File: src/hw/rtl/nfua_div.sv
module nfua_div (
    input  logic        i_clk,
    input  logic        i_rst_n,
    input  logic        i_start,
    input  logic [23:0] i_dividend,
    input  logic [15:0] i_divisor,
    output logic        o_done,
    output logic [24:0] o_quot
);

    logic        r_busy;
    logic        r_done;
    logic [4:0]  r_cnt;
    logic [15:0] r_rem;
    logic [23:0] r_q;
    logic [15:0] r_dvs;
    logic [16:0] n_sh;
    logic        n_ge;

    assign n_sh = {r_rem, r_q[23]};
    assign n_ge = n_sh >= {1'b0, r_dvs};

    always_ff @(posedge i_clk) begin
        if (!i_rst_n) begin
            r_busy <= 1'b0;
            r_done <= 1'b0;
            r_cnt  <= '0;
        end else begin
            r_done <= 1'b0;
            if (i_start) begin
                r_busy <= 1'b1;
                r_cnt  <= '0;
                r_rem  <= '0;
                r_q    <= i_dividend;
                r_dvs  <= i_divisor;
            end else if (r_busy) begin
                if (n_ge) begin
                    r_rem <= 16'(n_sh - {1'b0, r_dvs});
                end else begin
                    r_rem <= n_sh[15:0];
                end
                r_q   <= {r_q[22:0], n_ge};
                r_cnt <= r_cnt + 5'd1;
                if (r_cnt == 5'd23) begin
                    r_busy <= 1'b0;
                    r_done <= 1'b1;
                end
            end
        end
    end

    // Round up: any remainder adds one unit.
    assign o_done = r_done;
    assign o_quot = {1'b0, r_q} + {24'd0, (r_rem != 16'd0)};

endmodule

File: config.mk
export PLATFORM = sky130hd
export DESIGN_NAME = nfua_div
export DESIGN_NICKNAME = d
export VERILOG_FILES = /design/src/hw/rtl/nfua_div.sv
export SDC_FILE = /design/constraint.sdc
export NUM_CORES = 1
export LEC_CHECK = 0
export BUFFER_PORTS_ARGS = -buffer_cell sky130_fd_sc_hd__buf_2
export CAP_MARGIN = 20
export CORE_MARGIN = 2
export CORE_UTILIZATION = 60
export DETAILED_ROUTE_END_ITERATION = 8
export GPL_ROUTABILITY_DRIVEN = 0
export PLACE_DENSITY = 0.85
export SYNTH_ARGS = -nofsm -noshare
export SYNTH_HDL_FRONTEND = slang
export SYNTH_SLANG_ARGS = --single-unit
File: constraint.sdc
create_clock -name i_clk -period 6.4 [get_ports i_clk]
set_input_delay 0.96 -clock i_clk [delete_from_list [all_inputs] [get_ports i_clk]]
set_output_delay 0.96 -clock i_clk [all_outputs]
set_load 0.02 [all_outputs]
After elaboration in Yosys (flattened, before gate mapping)
Cells that the tools add are included.
{ "word_totals": {"out_inout_bits": 26, "regBits": 63} }
{ "classes": {"eq_ne": 1, "muxes": 8, "order_cmp": 1, "addsub": 3, "bitwise": 2, "n_reduce_logical": 6} }
{ "ops": {"columns": ["op", "n"], "rows": [
  ["two-way mux 24 bit", 2],
  ["two-way mux 16 bit", 2],
  ["adder 24 x 1 -> 25 bit", 1],
  [">= comparator 17 x 16 -> 1 bit", 1],
  ["nonzero test 16 bit", 1],
  ["subtractor 16 bit", 1],
  ["adder 5 x 1 -> 5 bit, second input constant", 1],
  ["== test 5 bit, second input constant", 1],
  ["two-way mux 1 bit", 4],
  ["AND reduction 2 bit", 2],
  ["OR reduction 3 bit", 1],
  ["NOT 1 bit", 2],
  ["nonzero test 2 bit", 1],
  ["OR reduction 2 bit", 1]
]} }

Longest topological paths before layout
Gate-level depths: netlist of the first run.
{ "logic_depth": {"ltp_word": 4, "mapped_depth": 12} }

Worst setup path before layout of the first run
Ideal clock, no wire load.
{ "synth_timing": {"path_type": "register -> output", "from": "register r_rem[0]", "to": "output o_quot[23]", "arrival_time_ns": 1.977, "path_slack_ns": 3.463, "required_time_ns": 5.440, "path_stages_with_launch": 10, "n_path_buf": 0, "path_cell_list": "edfxtp_1 -> nor4_1 -> nand4_1 -> ha_1 -> nand3_1 -> nor2_1 -> and3_1 -> nand3_1 -> nor2_1 -> xnor2_1"} }
{ "synth_via": {"elab_chain_len": 2} }
{ "synth_rtl": {"columns": ["element", "line_no", "rtl"], "rows": [
  ["start, declared", "14", "logic [15:0] r_rem;"],
  ["start signal, assigned", "38", "r_rem <= 16'(n_sh - {1'b0, r_dvs});"],
  ["start signal, assigned", "40", "r_rem <= n_sh[15:0];"],
  ["nonzero test 16 bit", "54", "assign o_quot = {1'b0, r_q} + {24'd0, (r_rem != 16'd0)};"],
  ["adder 24 x 1 -> 25 bit", "54", null],
  ["end, declared", "8", "output logic [24:0] o_quot"]
]} }
Every way passes these cells.

Worst setup path in the final report of the first run
{ "layout_timing": {"from": "register r_rem[8]", "to": "output o_quot[21]"} }
The elaborated chain is that of the path after synthesis.

==> results.sh, run 1 <==
export IMPL_seq_power_share=0.453
export IMPL_start_kind="flop"
export IMPL_setup_violations=0
export IMPL_rows=28
export IMPL_die_h_um=83.29
export IMPL_post_syn_area_per_cell_um2=11.23
export IMPL_routed_via_count=2835
export IMPL_synth_seq_area_share=0.4829
export IMPL_power_per_cell_area_mw_per_mm2=262.5
export IMPL_drc=0
export IMPL_critical_register_to_register_path_startpoint="r_rem[6]"
export IMPL_stdcell_area_mm2=0.004340
export IMPL_drt_first_pass_iters=5
export IMPL_cts_resized=0
export IMPL_area_of_the_mapped_netlist_mm2=0.003772
export IMPL_drt_total_wl_mm=7.978
export IMPL_leakagePower_nw=1.840
export IMPL_clk_pin_slew_ns=0.08
export IMPL_worstHoldPathCells=2
export IMPL_swShare=0.2916
export IMPL_synth_nets=399
export IMPL_ys_ff_latch=63
export IMPL_drive_gt1_frac=0.2847
export IMPL_port_buffers=68
export IMPL_crit_path_end_kind="output pin"
export IMPL_slew_limit_headroom=0.3186
export IMPL_global_route_overflow_total=0
export IMPL_post_synth_inst_count=336
export IMPL_worst_clock_skew_ns=0.01612
export IMPL_min_period_over_period=0.5736
export IMPL_worstPathMaxFanout=4
export IMPL_design_final_nets=469
export IMPL_hp_class="reg -> reg"
export IMPL_timing_hold_worst_endpoint="r_cnt[4]"
export IMPL_synth_edff_count=56
export IMPL_path_depth_of_the_worst_reg2reg_path=8
export IMPL_grt_pass1_wl_mm=12.83
export IMPL_drt_vias_per_instance=5.833
export IMPL_cts_buffers_inserted=9
export IMPL_via_count_of_the_first_global_routing_pass=2668
export IMPL_critical_path_slowest_cell="nor4_1"
export IMPL_timing_final_max_slew_violations=0
export IMPL_synthArstFlopShare=0
export IMPL_grt_setup_unrepaired="false"
export IMPL_share_comb_of_total_power=0.248
export IMPL_initial_utilization=0.6297
export IMPL_postLayoutSetupSlackWorst_ns=2.729
export IMPL_dr_iter_0_viols=230
export IMPL_clk_latency_ns=0.35
export IMPL_reg2reg_to="r_rem[15]"
export IMPL_worst_endpoint_required_ns=5.44
export IMPL_fmax_ghz=0.2724
export IMPL_fin_total_pwr_mw=1.139
export IMPL_hold_ws_ns=0.5321
export IMPL_die_w_um=83.29
export IMPL_dp_hpwl_mm=5.675
export IMPL_least_margin_pin_slew_ns=1.021
export IMPL_core_area_mm2=0.005991
export IMPL_final_report_hold_violation_count=0
export IMPL_post_cts_hold_buffer_count=0
export IMPL_clock_power_share=0.300
export IMPL_total_switching_power_mw=0.3322
export IMPL_grt_antenna_before_repair=0
export IMPL_yosys_warnings=0
export IMPL_io_pin_count=69
export IMPL_tritoncts="yes"
export IMPL_cp_slowest_stage_delay_ns=0.46
export IMPL_postCtsSetupRepairBufs=0
export IMPL_synth_ff_type="edfxtp_1"
export IMPL_areaGrowthSynthToFinish_pct=15.06
export IMPL_antenna_violating_nets_post_route=0
export IMPL_drv_max_cap_violation_count=0
export IMPL_clk_path_buf_depth=2
export IMPL_total_inserted_antenna_cells=0
export IMPL_synth_lib_cells_used_distinct=51
export IMPL_fin_crit_ns=3.671
export IMPL_dp_cells=470
export IMPL_timing_critical_path_cells="nor4_1 -> nand4_1 -> ha_1 -> nand3_1 -> nor2_1 -> and3_1 -> nand3_1 -> nor2_1 -> xor2_1 -> buf_2"
export IMPL_min_from="r_cnt[4]"
export IMPL_post_layout_nonfiller_instances=486
export IMPL_grt_start_max_net_pins=47
export IMPL_cp_data_arrival_time_ns=2.71
export IMPL_ctsHtreeMaxLevel=3
export IMPL_internal_power_of_the_cells_mw=0.8070
export IMPL_place_area_mm2=0.004150
export IMPL_global_route_usage_total=0.2322
export IMPL_dp_worst_setup_slack_ns=3.113
export IMPL_ir_drop_mv=0.1634
export IMPL_clock_root_buffer="clkbuf_8"
export IMPL_final_core_util=0.7245
export IMPL_outcome="complete, no violations"
export IMPL_crit_path_category="reg -> out"
export IMPL_timing_reg2reg_setup_slack_ns=3.06
export IMPL_die_area_mm2=0.006937
export IMPL_clock_sinks=63
export IMPL_final_setup_tns_ns=0
export IMPL_average_routed_wire_per_standard_cell_um=16.42
## area by class of cell
type	instances	area, um2
clock inverters	4	45.04
inverters	21	78.83
fillers	438	1650
repair buffers	68	340.3
flip-flops and latches	63	1822
multi-input cells	243	1815
clock buffers	12	145.1
well taps	75	93.84
## cell usage in the layout (no fill, tap or decap), types with 4 or more instances in the layout
master and n:
buf_2 68, edfxtp_1 56, nor2_1 31, xnor2_1 27
mux2_2 24, nand2_1 23, inv_1 21, ha_1 19
nand3_1 13, and3_1 11, a21oi_1 11, mux2i_1 11
xor2_1 10, clkbuf_8 10, dfxtp_1 7, nand4_1 6
nor4_1 5, a31oi_1 5, a21o_1 4, nor2b_1 4
## power by group through the flow
| stage | combinational [mW] | clock (mW) | sequential (mW) |
|---|---|---|---|
| 6_report | 0.282 | 0.342 | 0.516 |
| 5_1_grt | 0.306 | 0.367 | 0.519 |
| 4_1_cts | 0.279 | 0.345 | 0.515 |
| 3_5_place_dp | 0.276 | 0 | 0.524 |
| 3_3_place_gp | 0.268 | 0 | 0.522 |
| 2_1_floorplan | 0.225 | 0 | 0.514 |
## flip-flops by register name (all words and copies together) (netlist names)
signal	count
o_done	1
r_busy	1
r_cnt	5
r_dvs	16
r_q	24
r_rem	16
## critical path: cells and delay by family (launching register included)
family	cells	cell delay (ns)
simple gates	7	1.39
xor+xnor	1	0.14
fa+ha+maj	1	0.25
buf+inv	1	0.16
flops	1	0.42
## synth_stat cells (2+ instances only)
master | instances | area (um2)
nor2b_1 | 4 | 25.02
o41ai_1 | 2 | 17.52
ha_1 | 19 | 237.7
nand2_1 | 23 | 86.33
mux2_2 | 24 | 270.3
xnor2_1 | 27 | 236.5
a21boi_0 | 2 | 15.01
nand3_1 | 13 | 65.06
a21o_1 | 4 | 30.03
inv_1 | 21 | 78.83
nor4_1 | 5 | 31.28
xor2_1 | 10 | 87.58
a211o_1 | 2 | 17.52
dfxtp_1 | 7 | 140.1
clkbuf_1 | 7 | 26.28
and3_1 | 11 | 68.82
and4b_1 | 2 | 20.02
edfxtp_1 | 56 | 1682
nor2_1 | 31 | 116.4
a21oi_1 | 11 | 55.05
a221oi_1 | 2 | 17.52
mux2i_1 | 11 | 110.1
o21ai_0 | 3 | 15.01
o21ba_2 | 2 | 20.02
nand4_1 | 6 | 37.54
a31oi_1 | 5 | 31.28
nand2b_1 | 2 | 12.51
## how the worst max path moves through the flow
stage | end | start | slack, ns
finish | o_quot[21] | r_rem[8] | 2.73
CTS | o_quot[21] | r_rem[9] | 2.76
global placement | o_quot[21] | r_rem[9] | 3.13
global route | o_quot[21] | r_rem[10] | 2.60
detailed placement | r_rem[15] | r_rem[3] | 3.11
floorplan | o_quot[23] | r_rem[0] | 3.46
## layer usage
metal	wire (um)	track usage	vias to the layer above
li1	-	-	1374
met3	489	0.05567	14
met2	3968	0.3849	117
met1	3420	0.3028	1330
met5	0	0	-
met4	99	0.07154	0
## kinds of logic after synthesis
kind of cell | share of synthesized area
adder cells (fa/ha/maj) | 0.06833
buffers and inverters | 0.03616
AO/OA/AOI/OAI | 0.08425
flip-flops | 0.4829
XOR/XNOR | 0.08590
AND/OR/NAND/NOR | 0.1416
multiplexers | 0.1008
(Power assumes the default switching activity.)
==> run 2, diff against run 1 <==
--- a/config.mk
+++ b/config.mk
@@ -8,10 +8,10 @@
 export BUFFER_PORTS_ARGS = -buffer_cell sky130_fd_sc_hd__buf_2
 export CAP_MARGIN = 20
 export CORE_MARGIN = 2
-export CORE_UTILIZATION = 60
+export CORE_UTILIZATION = 56
 export DETAILED_ROUTE_END_ITERATION = 8
 export GPL_ROUTABILITY_DRIVEN = 0
-export PLACE_DENSITY = 0.85
+export PLACE_DENSITY = 0.8
 export SYNTH_ARGS = -nofsm -noshare
 export SYNTH_HDL_FRONTEND = slang
 export SYNTH_SLANG_ARGS = --single-unit
==> constraint.sdc (replaced) <==
create_clock -name i_clk -period 3.8 [get_ports i_clk]
set_input_delay 0.57 -clock i_clk [delete_from_list [all_inputs] [get_ports i_clk]]
set_output_delay 0.57 -clock i_clk [all_outputs]
set_load 0.02 [all_outputs]
==> run 2 against run 1 <==
Net effect:
- sequential share of layout area shrank 0.48 points
- cell count grew 1.0%
- non-clock buffer count grew 3
- via count shrank 1.3%
- combinational power grew 67%
- clock power grew 82%
- sequential power grew 68%
- critical path type unchanged
- critical endpoint unchanged
- largest power group unchanged
==> results.sh, run 2 (synthesized netlist as in run 1, its figures left out) <==
export IMPL_least_margin_pin_slew_ns=0.6707
export IMPL_clk_latency_ns=0.35
export IMPL_clock_sinks=63
export IMPL_crit_path_end_kind="output pin"
export IMPL_timing_critical_path_cells="nor4_1 -> nand4_1 -> ha_1 -> nand3_1 -> nor2_1 -> and3_1 -> nand3_1 -> nor2_1 -> xor2_1 -> buf_2"
export IMPL_critPathTopFamily="simple AND/OR/NAND/NOR gates"
export IMPL_postCtsSetupRepairBufs=0
export IMPL_clk_pin_slew_ns=0.07
export IMPL_start_kind="flop"
export IMPL_cp_data_arrival_time_ns=2.77
export IMPL_antenna_violating_nets_post_route=0
export IMPL_leakagePower_nw=1.857
export IMPL_min_period_over_period=0.8798
export IMPL_place_area_mm2=0.004174
export IMPL_grt_setup_unrepaired="false"
export IMPL_leading_cell_types_in_the_layout_fill_and_taps_excluded="68 x buf_2, 56 x edfxtp_1, 31 x nor2_1, 27 x xnor2_1, 24 x mux2_2"
export IMPL_hold_ws_ns=0.3921
export IMPL_layout_cells_most_common="buf_2"
export IMPL_setup_violations=0
export IMPL_most_flop_heavy_register="r_q"
export IMPL_global_route_usage_total=0.2129
export IMPL_areaGrowthSynthToFinish_pct=16.38
export IMPL_min_from="i_divisor[6]"
export IMPL_timing_final_max_slew_violations=0
export IMPL_drv_max_cap_violation_count=0
export IMPL_die_area_mm2=0.007409
export IMPL_drt_vias_per_instance=5.697
export IMPL_tritoncts="yes"
export IMPL_grt_antenna_before_repair=0
export IMPL_initial_utilization=0.5874
export IMPL_design_final_nets=472
export IMPL_crit_path_category="reg -> out"
export IMPL_drive_gt1_frac=0.2923
export IMPL_path_depth_of_the_worst_reg2reg_path=9
export IMPL_cts_resized=0
export IMPL_clk_path_buf_depth=2
export IMPL_fin_total_pwr_mw=1.959
export IMPL_fmax_ghz=0.2991
export IMPL_drc=0
export IMPL_global_route_overflow_total=0
export IMPL_rows=29
export IMPL_cp_slowest_stage_delay_ns=0.47
export IMPL_dr_iter_0_viols=185
export IMPL_largest_reg_flops=24
export IMPL_ctsHtreeMaxLevel=3
export IMPL_grt_pass1_wl_mm=12.11
export IMPL_routed_via_count=2797
export IMPL_clock_root_buffer="clkbuf_8"
export IMPL_final_setup_tns_ns=0
export IMPL_grt_start_max_net_pins=46
export IMPL_average_routed_wire_per_standard_cell_um=15.63
export IMPL_layout_top_registers="r_q: 24 flops, r_dvs: 16 flops, r_rem: 16 flops"
export IMPL_drt_first_pass_iters=4
export IMPL_worst_endpoint_required_ns=3.23
export IMPL_hp_class="in -> reg"
export IMPL_core_area_mm2=0.006422
export IMPL_final_core_util=0.6836
export IMPL_port_buffers=68
export IMPL_power_per_cell_area_mw_per_mm2=446.3
export IMPL_reg2reg_to="r_rem[5]"
export IMPL_die_h_um=86.08
export IMPL_timing_reg2reg_setup_slack_ns=0.78
export IMPL_drt_total_wl_mm=7.675
export IMPL_stdcell_area_mm2=0.004390
export IMPL_io_pin_count=69
export IMPL_total_inserted_antenna_cells=0
export IMPL_via_count_of_the_first_global_routing_pass=2640
export IMPL_ir_drop_mv=0.2869
export IMPL_worst_clock_skew_ns=0.004859
export IMPL_final_report_hold_violation_count=0
export IMPL_die_w_um=86.08
export IMPL_nFillCells=456
export IMPL_critical_path_slowest_cell="nor4_1"
export IMPL_fin_crit_ns=3.343
export IMPL_worstPathMaxFanout=4
export IMPL_post_cts_hold_buffer_count=0
export IMPL_worstHoldPathCells=1
export IMPL_cp_buffers_inverters=1
export IMPL_timing_hold_worst_endpoint="r_dvs[6]"
export IMPL_slew_limit_headroom=0.5524
export IMPL_cts_buffers_inserted=9
export IMPL_critical_register_to_register_path_startpoint="r_rem[3]"
export IMPL_dp_hpwl_mm=5.581
export IMPL_outcome="complete, no violations"
-- run 2: cell count changes in the layout (fill, tap and decap cells not counted) --
cell and change:
clkbuf_8 -1, clkbuf_1 -2, buf_4 +3, clkinvlp_4 +2, o21a_2 -1, o21a_1 +1, clkinv_2 -2, clkinv_4 +2
clkbuf_16 +1
-- run 2: power by group --
part	total [mW]	internal [mW]	switching, mW
logic	0.472	0.219	0.253
clock network	0.622	0.343	0.279
registers	0.866	0.824	0.0416
-- run 2: metal layers --
layer / vias up / wire length, um / track usage
li1: 1372 / - / -
met1: 1314 / 3240 / 0.2703
met2: 95 / 3699 / 0.3397
met3: 16 / 587 / 0.06833
met4: 0 / 148 / 0.08225
met5: - / 0 / 0
-- run 2: final cells by class --
cell class                 instances  area, um2  area share
clock buffer                      10      148.9     0.03391
clock inverter                     6      67.56     0.01539
inverter                          21      78.83     0.01795
multi-input combinational        243       1814      0.4132
sequential                        63       1822      0.4149
tap                               77      96.34     0.02194
timing repair buffer              71      362.8     0.08264
-- run 2: worst max-delay path by stage --
stage / startpoint / endpoint / slack (ns) / cells past startpoint
global route: r_rem[10] / o_quot[21] / 0.27 / 10
CTS: r_rem[10] / o_quot[21] / 0.44 / 10
global placement: r_rem[3] / r_rem[3] / 0.85 / 9
finish: r_rem[10] / o_quot[21] / 0.46 / 10
detailed placement: r_rem[3] / r_rem[5] / 0.76 / 9
floorplan: r_rem[0] / o_quot[23] / 1.25 / 9
-- run 2: per-stage QoR --
| stage | instances | setup slack (ns) |
|---|---|---|
| final | 491 | 0.4567 |
| after global routing | 491 | 0.2745 |
| after CTS | 491 | 0.4419 |
| after detailed placement | 475 | 0.7610 |
| after global placement | 475 | 0.8479 |
| after floorplan | 336 | 1.253 |
